### src/hw/rtl/tclp_pkg.sv
`timescale 1ns / 1ps
// ----------------------------------------------------------------------------
// tclp_pkg
// Shared types, character codes and name tables of the command line parser.
// ----------------------------------------------------------------------------
`default_nettype none

package tclp_pkg;

  // Character codes
  localparam logic [7:0] CH_NL    = 8'h0A;
  localparam logic [7:0] CH_PCT   = 8'h25;  // '%'
  localparam logic [7:0] CH_COMMA = 8'h2C;  // ','

  // Section codes of a result beat
  localparam logic [1:0] SEC_SUM = 2'd0;
  localparam logic [1:0] SEC_PRE = 2'd1;
  localparam logic [1:0] SEC_PAR = 2'd2;
  localparam logic [1:0] SEC_VAL = 2'd3;

  // Command ids
  localparam logic [1:0] CMD_PRINT = 2'd0;
  localparam logic [1:0] CMD_SET   = 2'd1;
  localparam logic [1:0] CMD_EN    = 2'd2;
  localparam logic [1:0] CMD_DE    = 2'd3;
  localparam logic [2:0] CMD_NONE  = 3'd4;

  // Line summary handed from the parser to the emitter. Count fields are
  // sized for the largest store sizes the design supports.
  typedef struct packed {
    logic       status;
    logic [2:0] cid;
    logic [2:0] name_len;
    logic [4:0] pre_cnt;
    logic [4:0] par_cnt;
    logic [5:0] val_cnt;
  } line_sum_t;

  function automatic logic [7:0] name_char(input logic [1:0] id, input logic [2:0] pos);
    logic [7:0] c;
    c = 8'h00;
    case (id)
      CMD_PRINT: begin
        case (pos)
          3'd0:    c = "p";
          3'd1:    c = "r";
          3'd2:    c = "i";
          3'd3:    c = "n";
          3'd4:    c = "t";
          default: c = 8'h00;
        endcase
      end
      CMD_SET: begin
        case (pos)
          3'd0:    c = "s";
          3'd1:    c = "e";
          3'd2:    c = "t";
          default: c = 8'h00;
        endcase
      end
      CMD_EN: begin
        case (pos)
          3'd0:    c = "e";
          3'd1:    c = "n";
          default: c = 8'h00;
        endcase
      end
      CMD_DE: begin
        case (pos)
          3'd0:    c = "d";
          3'd1:    c = "e";
          default: c = 8'h00;
        endcase
      end
      default: c = 8'h00;
    endcase
    return c;
  endfunction

  function automatic logic [2:0] name_size(input logic [1:0] id);
    logic [2:0] n;
    case (id)
      CMD_PRINT: n = 3'd5;
      CMD_SET:   n = 3'd3;
      CMD_EN:    n = 3'd2;
      CMD_DE:    n = 3'd2;
      default:   n = 3'd2;
    endcase
    return n;
  endfunction

endpackage

`default_nettype wire

### src/hw/rtl/tclp_mem.sv
`timescale 1ns / 1ps
// ----------------------------------------------------------------------------
// tclp_mem
// Byte store for prefix, parameter and value text. One write port, one read
// port, registered read data that holds while no read is issued.
// ----------------------------------------------------------------------------
`default_nettype none

module tclp_mem #(
  parameter int DEPTH = 56,
  parameter int AW    = 6
) (
  input  wire logic          clk,
  input  wire logic          we,
  input  wire logic [AW-1:0] waddr,
  input  wire logic [7:0]    wdata,
  input  wire logic          re,
  input  wire logic [AW-1:0] raddr,
  output logic      [7:0]    rdata
);

  logic [7:0] mem [DEPTH];

  always_ff @(posedge clk) begin
    if (we) begin
      mem[waddr] <= wdata;
    end
  end

  always_ff @(posedge clk) begin
    if (re) begin
      rdata <= mem[raddr];
    end
  end

endmodule

`default_nettype wire

### src/hw/rtl/tclp_parse.sv
`timescale 1ns / 1ps
// ----------------------------------------------------------------------------
// tclp_parse
// Line parser: phase machine, name matcher and store counters. Writes text
// bytes into the store and presents the running line summary.
// ----------------------------------------------------------------------------
`default_nettype none

module tclp_parse import tclp_pkg::*; #(
  parameter int PREFIX_BYTES = 8,
  parameter int PARAM_BYTES  = 16,
  parameter int VALUE_BYTES  = 32,
  parameter int AW           = 6
) (
  input  wire logic          clk,
  input  wire logic          rst,
  input  wire logic          beat,
  input  wire logic [7:0]    data,
  output logic               we,
  output logic      [AW-1:0] waddr,
  output logic      [7:0]    wdata,
  output line_sum_t          summary
);

  localparam int PCW = $clog2(PREFIX_BYTES + 1);
  localparam int QCW = $clog2(PARAM_BYTES + 1);
  localparam int VCW = $clog2(VALUE_BYTES + 1);

  typedef enum logic [5:0] {
    PH_BEGIN  = 6'b000001,
    PH_PREFIX = 6'b000010,
    PH_NAME   = 6'b000100,
    PH_COMMA  = 6'b001000,
    PH_PARAM  = 6'b010000,
    PH_VALUE  = 6'b100000
  } phase_t;

  phase_t         phase, phase_next;
  logic [PCW-1:0] pc, pc_next;
  logic [QCW-1:0] qc, qc_next;
  logic [VCW-1:0] vc, vc_next;
  logic [1:0]     nm, nm_next;
  logic [2:0]     nc, nc_next;
  logic           clear;
  logic           first_hit;
  logic [1:0]     first_id;
  logic           matched;

  // first letter of a known name; lowest id wins
  always_comb begin
    first_hit = 1'b0;
    first_id  = CMD_PRINT;
    for (int i = 3; i >= 0; i--) begin
      if (name_char(2'(i), 3'd0) == data) begin
        first_hit = 1'b1;
        first_id  = 2'(i);
      end
    end
  end

  always_comb begin
    phase_next = phase;
    pc_next    = pc;
    qc_next    = qc;
    vc_next    = vc;
    nm_next    = nm;
    nc_next    = nc;
    clear      = 1'b0;
    we         = 1'b0;
    waddr      = '0;
    wdata      = data;
    if (beat) begin
      if (data == CH_NL) begin
        clear = 1'b1;
      end else begin
        case (phase)
          PH_BEGIN: begin
            if (data == CH_PCT) begin
              phase_next = PH_PREFIX;
            end else if (first_hit) begin
              nm_next    = first_id;
              nc_next    = 3'd1;
              phase_next = PH_NAME;
            end
          end
          PH_PREFIX: begin
            if (data == CH_PCT) begin
              phase_next = PH_BEGIN;
            end else if (pc == PCW'(PREFIX_BYTES)) begin
              clear = 1'b1;
            end else begin
              we      = 1'b1;
              waddr   = AW'(pc);
              pc_next = pc + PCW'(1);
            end
          end
          PH_NAME: begin
            if (nc < name_size(nm) && name_char(nm, nc) == data) begin
              nc_next = nc + 3'd1;
              if (nc + 3'd1 == name_size(nm)) begin
                phase_next = PH_COMMA;
              end
            end else begin
              clear = 1'b1;
            end
          end
          PH_COMMA: begin
            if (data == CH_COMMA) begin
              phase_next = PH_PARAM;
            end else begin
              clear = 1'b1;
            end
          end
          PH_PARAM: begin
            if (qc == QCW'(PARAM_BYTES)) begin
              clear = 1'b1;
            end else if (data == CH_COMMA) begin
              phase_next = PH_VALUE;
            end else begin
              we      = 1'b1;
              waddr   = AW'(PREFIX_BYTES) + AW'(qc);
              qc_next = qc + QCW'(1);
            end
          end
          PH_VALUE: begin
            if (vc == VCW'(VALUE_BYTES)) begin
              clear = 1'b1;
            end else begin
              we      = 1'b1;
              waddr   = AW'(PREFIX_BYTES + PARAM_BYTES) + AW'(vc);
              vc_next = vc + VCW'(1);
            end
          end
          default: clear = 1'b1;
        endcase
      end
    end
    if (clear) begin
      phase_next = PH_BEGIN;
      pc_next    = '0;
      qc_next    = '0;
      vc_next    = '0;
      nm_next    = CMD_PRINT;
      nc_next    = 3'd0;
    end
  end

  always_ff @(posedge clk) begin
    if (rst) begin
      phase <= PH_BEGIN;
      pc    <= '0;
      qc    <= '0;
      vc    <= '0;
      nm    <= CMD_PRINT;
      nc    <= 3'd0;
    end else begin
      phase <= phase_next;
      pc    <= pc_next;
      qc    <= qc_next;
      vc    <= vc_next;
      nm    <= nm_next;
      nc    <= nc_next;
    end
  end

  // a name counts only once its comma phase is reached
  assign matched = (phase == PH_COMMA) || (phase == PH_PARAM) || (phase == PH_VALUE);

  always_comb begin
    summary.status   = (phase == PH_BEGIN) ? (pc == '0) : !matched;
    summary.cid      = matched ? {1'b0, nm} : CMD_NONE;
    summary.name_len = nc;
    summary.pre_cnt  = 5'(pc);
    summary.par_cnt  = 5'(qc);
    summary.val_cnt  = 6'(vc);
  end

endmodule

`default_nettype wire

### src/hw/rtl/tclp_emit.sv
`timescale 1ns / 1ps
// ----------------------------------------------------------------------------
// tclp_emit
// Result sequencer: walks summary, prefix, parameter and value items of a
// finished line, reads the store one item ahead and fills the output register.
// ----------------------------------------------------------------------------
`default_nettype none

module tclp_emit import tclp_pkg::*; #(
  parameter int PREFIX_BYTES = 8,
  parameter int PARAM_BYTES  = 16,
  parameter int VALUE_BYTES  = 32,
  parameter int AW           = 6
) (
  input  wire logic          clk,
  input  wire logic          rst,
  input  wire logic          start,
  input  wire line_sum_t     summary,
  output logic               active,
  output logic               re,
  output logic      [AW-1:0] raddr,
  input  wire logic [7:0]    rdata,
  output logic               out_valid,
  input  wire logic          out_ready,
  output logic      [1:0]    section,
  output logic               status,
  output logic      [2:0]    command_id,
  output logic      [2:0]    name_length,
  output logic      [3:0]    prefix_length,
  output logic      [4:0]    param_length,
  output logic      [5:0]    value_length,
  output logic      [4:0]    char_index,
  output logic      [7:0]    char_value,
  output logic               last
);

  localparam int MAXB = (PREFIX_BYTES > PARAM_BYTES)
                        ? ((PREFIX_BYTES > VALUE_BYTES) ? PREFIX_BYTES : VALUE_BYTES)
                        : ((PARAM_BYTES > VALUE_BYTES) ? PARAM_BYTES : VALUE_BYTES);
  localparam int IW   = (MAXB > 1) ? $clog2(MAXB) : 1;

  line_sum_t     sumr;
  logic          walking;
  logic [1:0]    cur_sec;
  logic [IW-1:0] cur_idx;
  logic          pend;
  logic [1:0]    pend_sec;
  logic [IW-1:0] pend_idx;
  logic          pend_last;

  logic          load;
  logic          issue;
  logic [5:0]    cur_cnt;
  logic          more_here;
  logic          has_next;
  logic [1:0]    nxt_sec;
  logic [IW-1:0] nxt_idx;

  assign load  = pend && (!out_valid || out_ready);
  assign issue = walking && (!pend || load);

  always_comb begin
    case (cur_sec)
      SEC_PRE: cur_cnt = 6'(sumr.pre_cnt);
      SEC_PAR: cur_cnt = 6'(sumr.par_cnt);
      SEC_VAL: cur_cnt = sumr.val_cnt;
      default: cur_cnt = 6'd0;
    endcase
  end

  assign more_here = (cur_sec != SEC_SUM) && ((6'(cur_idx) + 6'd1) < cur_cnt);

  // next item: rest of this section, else first non-empty later section
  always_comb begin
    has_next = 1'b1;
    nxt_sec  = cur_sec;
    nxt_idx  = cur_idx + IW'(1);
    if (!more_here) begin
      nxt_idx = '0;
      if (cur_sec == SEC_SUM && sumr.pre_cnt != '0) begin
        nxt_sec = SEC_PRE;
      end else if ((cur_sec == SEC_SUM || cur_sec == SEC_PRE) && sumr.par_cnt != '0) begin
        nxt_sec = SEC_PAR;
      end else if (cur_sec != SEC_VAL && sumr.val_cnt != '0) begin
        nxt_sec = SEC_VAL;
      end else begin
        has_next = 1'b0;
      end
    end
  end

  always_comb begin
    case (cur_sec)
      SEC_PRE: raddr = AW'(cur_idx);
      SEC_PAR: raddr = AW'(PREFIX_BYTES) + AW'(cur_idx);
      SEC_VAL: raddr = AW'(PREFIX_BYTES + PARAM_BYTES) + AW'(cur_idx);
      default: raddr = '0;
    endcase
  end

  assign re     = issue && (cur_sec != SEC_SUM);
  assign active = walking || pend;

  always_ff @(posedge clk) begin
    if (rst) begin
      walking <= 1'b0;
      pend    <= 1'b0;
    end else begin
      if (start) begin
        walking <= 1'b1;
      end else if (issue && !has_next) begin
        walking <= 1'b0;
      end
      if (issue) begin
        pend <= 1'b1;
      end else if (load) begin
        pend <= 1'b0;
      end
    end
  end

  always_ff @(posedge clk) begin
    if (start) begin
      sumr    <= summary;
      cur_sec <= SEC_SUM;
      cur_idx <= '0;
    end else if (issue && has_next) begin
      cur_sec <= nxt_sec;
      cur_idx <= nxt_idx;
    end
    if (issue) begin
      pend_sec  <= cur_sec;
      pend_idx  <= cur_idx;
      pend_last <= !has_next;
    end
  end

  // output register
  always_ff @(posedge clk) begin
    if (rst) begin
      out_valid <= 1'b0;
    end else if (load) begin
      out_valid <= 1'b1;
    end else if (out_ready) begin
      out_valid <= 1'b0;
    end
  end

  always_ff @(posedge clk) begin
    if (load) begin
      section       <= pend_sec;
      status        <= sumr.status;
      command_id    <= sumr.cid;
      name_length   <= sumr.name_len;
      prefix_length <= 4'(sumr.pre_cnt);
      param_length  <= sumr.par_cnt;
      value_length  <= sumr.val_cnt;
      char_index    <= 5'(pend_idx);
      char_value    <= (pend_sec == SEC_SUM) ? 8'h00 : rdata;
      last          <= pend_last;
    end
  end

endmodule

`default_nettype wire

### src/hw/rtl/text_command_line_parser.sv
`timescale 1ns / 1ps
// ----------------------------------------------------------------------------
// text_command_line_parser
// Parses [%prefix%]name[,param[,value]] lines a byte at a time and emits a
// summary beat plus every stored text byte when a newline arrives.
// ----------------------------------------------------------------------------
//  channel | signals                        | direction | payload
//  --------+--------------------------------+-----------+---------------------
//  in      | in_valid / in_ready            | sink      | data_byte
//  out     | out_valid / out_ready          | source    | section .. last
//
//  Text bytes go in one per cycle through the store's write port.
//  A newline starts the output: 1 + stored-byte beats leave at one
//  per cycle while out_ready is high, paced by the store's read port; input
//  stalls until the last beat of the line sits in the output register.
//  rst is synchronous; no store clearing pass is needed after reset.
//  out_ready low holds the output register and the read pipeline.
// ----------------------------------------------------------------------------
`default_nettype none

module text_command_line_parser import tclp_pkg::*; #(
  parameter int PREFIX_BYTES = 8,
  parameter int PARAM_BYTES  = 16,
  parameter int VALUE_BYTES  = 32
) (
  input  wire logic       clk,
  input  wire logic       rst,
  input  wire logic       in_valid,
  output logic            in_ready,
  input  wire logic [7:0] data_byte,
  output logic            out_valid,
  input  wire logic       out_ready,
  output logic      [1:0] section,
  output logic            status,
  output logic      [2:0] command_id,
  output logic      [2:0] name_length,
  output logic      [3:0] prefix_length,
  output logic      [4:0] param_length,
  output logic      [5:0] value_length,
  output logic      [4:0] char_index,
  output logic      [7:0] char_value,
  output logic            last
);

  localparam int DEPTH = PREFIX_BYTES + PARAM_BYTES + VALUE_BYTES;
  localparam int AW    = $clog2(DEPTH);

  logic          in_beat;
  logic          line_end;
  logic          active;
  logic          we;
  logic [AW-1:0] waddr;
  logic [7:0]    wdata;
  logic          re;
  logic [AW-1:0] raddr;
  logic [7:0]    rdata;
  line_sum_t     summary;

  assign in_ready = !active;
  assign in_beat  = in_valid && in_ready;
  assign line_end = in_beat && (data_byte == CH_NL);

  tclp_mem #(
    .DEPTH (DEPTH),
    .AW    (AW)
  ) u_mem (
    .clk   (clk),
    .we    (we),
    .waddr (waddr),
    .wdata (wdata),
    .re    (re),
    .raddr (raddr),
    .rdata (rdata)
  );

  tclp_parse #(
    .PREFIX_BYTES (PREFIX_BYTES),
    .PARAM_BYTES  (PARAM_BYTES),
    .VALUE_BYTES  (VALUE_BYTES),
    .AW           (AW)
  ) u_parse (
    .clk     (clk),
    .rst     (rst),
    .beat    (in_beat),
    .data    (data_byte),
    .we      (we),
    .waddr   (waddr),
    .wdata   (wdata),
    .summary (summary)
  );

  tclp_emit #(
    .PREFIX_BYTES (PREFIX_BYTES),
    .PARAM_BYTES  (PARAM_BYTES),
    .VALUE_BYTES  (VALUE_BYTES),
    .AW           (AW)
  ) u_emit (
    .clk           (clk),
    .rst           (rst),
    .start         (line_end),
    .summary       (summary),
    .active        (active),
    .re            (re),
    .raddr         (raddr),
    .rdata         (rdata),
    .out_valid     (out_valid),
    .out_ready     (out_ready),
    .section       (section),
    .status        (status),
    .command_id    (command_id),
    .name_length   (name_length),
    .prefix_length (prefix_length),
    .param_length  (param_length),
    .value_length  (value_length),
    .char_index    (char_index),
    .char_value    (char_value),
    .last          (last)
  );

`ifndef ASSERT_OFF
  // a newline beat blocks input until its last item is in the output register
  a_nl_stalls: assert property (@(posedge clk) disable iff (rst)
    line_end |=> !in_ready)
    else $error("input not stalled after newline beat");

  // items of one line leave back to back
  a_no_gap: assert property (@(posedge clk) disable iff (rst)
    out_valid && out_ready && !last |=> out_valid)
    else $error("gap inside a line's result beats");

  // a line's first beat is its summary
  a_sum_first: assert property (@(posedge clk) disable iff (rst)
    out_valid && out_ready && last |=> !out_valid || section == SEC_SUM)
    else $error("line did not start with a summary beat");
`endif

endmodule

`default_nettype wire

### config.mk
export PLATFORM = sky130hd
export DESIGN_NAME = text_command_line_parser
export DESIGN_NICKNAME = d
export VERILOG_FILES = /design/src/hw/rtl/tclp_pkg.sv /design/src/hw/rtl/tclp_mem.sv /design/src/hw/rtl/tclp_parse.sv /design/src/hw/rtl/tclp_emit.sv /design/src/hw/rtl/text_command_line_parser.sv
export SDC_FILE = /design/constraint.sdc
export NUM_CORES = 1
export LEC_CHECK = 0
export ABC_AREA = 1
export BUFFER_PORTS_ARGS = -buffer_cell sky130_fd_sc_hd__buf_2
export CAP_MARGIN = 20
export CORE_MARGIN = 4
export CORE_UTILIZATION = 45
export CTS_BUF_LIST = sky130_fd_sc_hd__clkbuf_2 sky130_fd_sc_hd__clkbuf_4 sky130_fd_sc_hd__clkbuf_8
export DETAILED_ROUTE_END_ITERATION = 10
export HOLD_SLACK_MARGIN = 0.02
export PLACE_DENSITY = 0.59
export SYNTH_ARGS = -nofsm -noshare
export SYNTH_HDL_FRONTEND = slang
export SYNTH_SLANG_ARGS = --single-unit
### constraint.sdc
create_clock -name clk -period 7.5 [get_ports clk]
set_input_delay 2.25 -clock clk [delete_from_list [all_inputs] [get_ports clk]]
set_output_delay 2.25 -clock clk [all_outputs]
set_load 0.02 [all_outputs]
* Yosys cells after proc, flatten, opt, wreduce, memory -nomap -nowiden *
Memory sizes are Yosys's and may differ from the RTL's. A register that Yosys moved wholly into a read port is not among the register bits.
Index checks and enable logic that the tools add are counted.

cells by class
  $add $sub $neg = 10
  magnitude comparators = 2
  eq/ne operators = 38
  multiplexer cells = 81
  bitwise operators = 7
  reductions and logical operators = 47

operator list
  kind                                                              number
  6-bit two-way mux                                                 14
  6-bit case mux with 3 select lines                                3
  7-bit case mux with 5 select lines                                1
  3-bit two-way mux                                                 11
  7-bit by 8-bit == test with 1-bit output (first input constant)   4
  8-bit case mux with 4 select lines                                1
  1-bit two-way mux                                                 31
  6-bit case mux with 5 select lines                                1
  7-bit case mux with 2 select lines                                2
  8-bit two-way mux                                                 3
  7-bit case mux with 3 select lines                                1
  8-bit by 6-bit == test with 1-bit output (second input constant)  2
  5-bit AND reduction                                               3
  5-bit nonzero test                                                3
  2-bit two-way mux                                                 7
  4-bit by 5-bit adder with 6-bit output (first input constant)     2
  6-bit == test (second input constant)                             2
  1-bit logical AND                                                 12
  2-bit by 1-bit != test with 1-bit output (second input constant)  6
  5-bit by 1-bit adder with 5-bit output (second input constant)    2
  10-bit AND reduction                                              1
  2-bit nonzero test                                                5
  3-bit case mux with 3 select lines                                1
  2-bit == test (second input constant)                             4
  41 further kinds                                                  63

storage, ports and cells
  flip-flop bits (word level) = 104
  bits in writable memories = 448
  input bits = 12
  output and inout bits = 40
  logic and storage cells = 217
  memories = 1

memory list
  memory     depth  width  rd ports  clocked after Yosys merged registers in  write ports  line            source
  u_mem.mem  56     8      1         1                                        1            tclp_mem.sv:22  logic [7:0] mem [DEPTH];

* Longest topological paths before layout *
  word-level depth = 16
  mapped depth = 18
  gate-level depth less buffers = 18

* By module *
Synthesis repeated with hierarchy kept, for this count alone.

second synthesis, totals
  cells, all modules = 2278
  area total of the unflattened synthesis = 24389.6 um2

modules (own cells, without submodules)
  module                    times used  cells each  area an instance (um2)  sequential area each (um2)
  tclp_mem                  1           1650        18920.6                 13693.1
  tclp_emit                 1           218         2960.3                  2272.2
  tclp_parse                1           398         2452.4                  520.5
  text_command_line_parser  1           12          56.3                    0.0

* Worst setup path before layout *
Ideal clock, no wire load.

  path type = input to register
  from = in out_ready
  to = reg u_emit.char_index[0], enable pin
  setup time = 0.446 ns
  arrival = 4.164 ns
  data required time = 7.054 ns
  setup slack = 2.890 ns
  cell stages on the path = 2
  buffers on the path = 0
  cell sequence = inv_1 > a21oi_1

on the way
  longest elaborated chain between the ends = 2

ends and longest elaborated chain
  item                    line                            source
  start: declaration      text_command_line_parser.sv:32  input wire logic out_ready,
  1-bit logical OR        tclp_emit.sv:59                 assign load = pend && (!out_valid || out_ready);
  1-bit logical AND       tclp_emit.sv:59
  net u_emit.load         tclp_emit.sv:51                 logic load;
  end signal: assignment  tclp_emit.sv:158                char_index <= 5'(pend_idx);
  end: declaration        tclp_emit.sv:32                 output logic [4:0] char_index,

The timed path passes the listed nets, and every way through them passes these cells.
A chain may end at the register's enable or synchronous reset.

* Final worst setup path *
  from = in data_byte[2]
  to = mem u_mem.mem[9][2], enable pin

on the way
  longest elaborated chain between the ends = 8
  elaborated cells between the ends (all ways) = 17
  those cells by class = eq/ne (3); mux (14)

ends and longest elaborated chain
  item                                      line                            source
  start: declaration                        text_command_line_parser.sv:30  input wire logic [7:0] data_byte,
  8-bit by 6-bit == test with 1-bit output  tclp_parse.sv:117               end else if (data == CH_COMMA) begin
  1-bit two-way mux                         tclp_parse.sv:117
  1-bit two-way mux                         tclp_parse.sv:115               if (qc == QCW'(PARAM_BYTES)) begin
  1-bit case mux with 3 select lines        tclp_parse.sv:76                case (phase)
  1-bit two-way mux                         tclp_parse.sv:73                if (data == CH_NL) begin
  1-bit two-way mux                         tclp_parse.sv:72                if (beat) begin
  1-bit two-way mux                         tclp_mem.sv:25                  if (we) begin
  1-bit two-way mux (implied by the code)   tclp_mem.sv:26                  mem[waddr] <= wdata;
  end: declaration                          tclp_mem.sv:22

Parallel ways exist; a longest one is shown, timed or not.

==> impl_results.md <==
- Yosys top cell area share: 0.667
- Cell Area, Synth: roughly 24000 um2
- Hold path startpoint: u_emit.pend_idx[4]
- Die width: between 200 and 250 um
- MaxCap Viol Count: 0
- Synth cell types: 51
- Yosys Warn Count: 0
- Number of synthesized register bits: 560
- Hold-fix buffers at CTS: 0
- Worst path arrival time: about 5.5 ns
- RR Startpoint: u_emit.cur_idx[0]
- Slew headroom: 0.281
- TritonCTS clock tree: yes
- WS Path Type: in2reg
- Vert. Die Dim: ~240 um
- DRC: 0
- Total power: between 6 and 7 mW
- FMAX: ~190 MHz
- Setup ws final: around 2.3 ns
- WHS Path Cells: 0
- Final nets: 2037
- EDFF count, synth: about 520
- Area contributors post-synth: edfxtp_1 (67%), o211ai_1 (4.4%), nand3_1 (4.3%)
- CP max FO: 26
- Final Critical Period: 5.20 ns
- Gates resized, CTS repair: 0
- Grt ovf: 0
- Seq/Total Area, Yosys: 0.698
- RSZ-0062 raised after global routing: false
- Fraction of registers with async set/reset: 0
- Worst Setup End Kind: flop
- Cts bufs inserted: just under 90
- Leading area contributor after synthesis: edfxtp_1
- Initial Util: 0.457
- Final hold vios: 0
- Routed vias/inst: about 5.6
- Leakage Power: 8.77 nW
- Later-pin clock latency in the skew report: between 0.6 and 0.7 ns
- # setup viols final: 0
- Area delta synth->final: 11.5%
- Vias in the first global route: 15185
- Die area: about 56000 um2
- Initial antenna violation count: 3
- Pwr/cell area: 231 nW/um2
- Post-DP HPWL: 39200 um
- Worst hold endpoint: u_emit.char_index[4]
- Worst EP required: about 7.8 ns
- CTS sink count: 560
- ANT nets after route: 0
- Fin crit share: 0.694
- Wire per inst: roughly 23 um
- Port Buffers: just over 50
- Slew Viols, Final: 0
- Syn Inst Count: 1931
- Postcts setup bufs: 0
- Dominant synthesized flop cell: edfxtp_1
- Run status: finished, final reports clean
- H-tree Lvls: 3
- Clock buffer depth: 3
- Final Wtd Congestion: slightly above 0.9
- Final non-filler cell total: 2749
- Worst-path clk slew: about 0.060 ns
- FF-to-FF path depth: 10
- # rows: 83
- Max VDD drop: roughly 0.00013 V
- First DRT Iteration DRCs: about 1600
- WL final: 63300 um
- Share of cells above drive strength 1: 0.184
- Core box area: 51600 um2
- Reg-to-reg slack, setup: 3.74 ns
- First-pass DRT Iterations: 5
- Vias: 15415
- Pin count of the biggest net entering global routing: between 100 and 150
- Worst path cell trace: buf_2 -> nand4_1 -> nor2_1 -> inv_1 -> nand2_1 -> nor2_2 -> nand2_1 -> o221ai_1 -> o21ai_1 -> nand3_1 -> nor2_1
- Num ports: 52
- Worst-case clock skew: 0.0295 ns
- CP max stage cell: nor2_1
- Worst path max stage delay: around 0.82 ns
- First-pass GRT wire length: about 94000 um
- Final core occ: 0.509
- Setup WS pre-CTS: ~1.6 ns
- Worst R2R End: u_mem.rdata[7]
- Clock root cell: clkbuf_8
- Gr usage total: 0.222
- Worst-Margin Slew: approximately 1.1 ns
- Placed Instances: 2589
- Synth Area per Inst: 12.2 um2
- Post-Syn Nets: 1967
- Setup TNS: 0 ns
- HP Class: reg2reg
- Worst Setup Start Kind: primary input
==> power by group <==
part           total, mW  internal, mW  switching [mW]
clock network       2.56          1.39            1.17
logic             0.0913        0.0125          0.0787
registers           3.41          3.41         0.00167
==> critical path: cells and delay by family <==
family / cells / cell delay (ns)
simple gates: 7 / 2.18
compound gates: 2 / 0.40
buf+inv: 2 / 0.65
==> how the worst max path moves through the flow <==
stage / start / end / slack [ns] / cells past startpoint
after global routing: data_byte[2] / u_mem.mem[33][2] / 2.12 / 11
after CTS: data_byte[2] / u_mem.mem[33][5] / 2.37 / 11
final: data_byte[2] / u_mem.mem[9][2] / 2.30 / 11
after detailed placement: data_byte[2] / u_mem.mem[9][0] / 1.63 / 11
after floorplan: out_ready / u_emit.char_index[0] / 2.89 / 2
after global placement: data_byte[7] / u_mem.mem[9][0] / 1.73 / 12
==> layout make-up <==
type,instances,area (um2)
multi-input cells,1163,6320
flip-flops and latches,560,16500
repair buffers,73,465
clock buffers,124,1530
inverters,114,429
diodes,1,2.50
well taps,680,851
fillers,4512,25300
clock inverters,34,226
==> layout by cell type (no fill, tap or decap), types with 34 or more instances in the layout <==
cell and instances:
o21ai_0 51, or2_2 131, inv_1 107, dfxtp_1 35, nand2_1 239, o211ai_1 138
buf_2 51, o22ai_1 34, edfxtp_1 524, nand3_1 203, nor2_1 211, clkbuf_8 96
==> sequential cells by signal, indices dropped and copies added, names as in the netlist, 3 cells and up <==
register,cells
u_emit.char_index,5
u_emit.char_value,8
u_emit.command_id,3
u_emit.cur_idx,5
u_emit.name_length,3
u_emit.param_length,5
u_emit.pend_idx,5
u_emit.prefix_length,4
u_emit.sumr,22
u_emit.value_length,6
u_mem.mem,448
u_mem.rdata,8
u_parse.nc,3
u_parse.pc,4
u_parse.phase,6
u_parse.qc,5
u_parse.vc,6
==> per-stage QoR <==
stage,instance area (um2),hold slack [ns]
final,26300,0.418
after detailed placement,24500,0.405
after CTS,26300,0.418
after global routing,26300,0.423
after global placement,24500,0.401
after floorplan,23600,0.400
==> Yosys cell counts, types with 9 or more instances <==
cell type and count:
o22ai_1 34, nand4_1 12, buf_2 25, o221ai_1 9, o211ai_1 138, nor2_1 213
o21ai_0 51, a21oi_1 22, ha_1 23, nand2_1 241, clkbuf_1 57, or2_2 131
dfxtp_1 36, nand3_1 203, nor3_1 10, edfxtp_1 524, inv_1 108, xor2_1 11
==> kinds of logic after synthesis <==
| kind of cell | count (synthesis) | synth area share |
|---|---|---|
| xor+xnor | 15 | 0.00557 |
| flops | 560 | 0.698 |
| fa+ha+maj | 24 | 0.0130 |
| compound gates | 288 | 0.0839 |
| buf+inv | 208 | 0.0360 |
| simple gates | 836 | 0.164 |
==> routing by layer <==
metal | part of all wire | vias up | global-route usage | routed length [um]
met2 | 0.48 | 584 | 0.358 | 30100
met4 | 0.032 | 0 | 0.0824 | 2010
li1 | - | 7157 | - | -
met5 | 0 | - | 0 | 0
met3 | 0.073 | 114 | 0.0422 | 4640
met1 | 0.42 | 7560 | 0.301 | 26600
No activity file was read; power rests on OpenSTA's default activity.
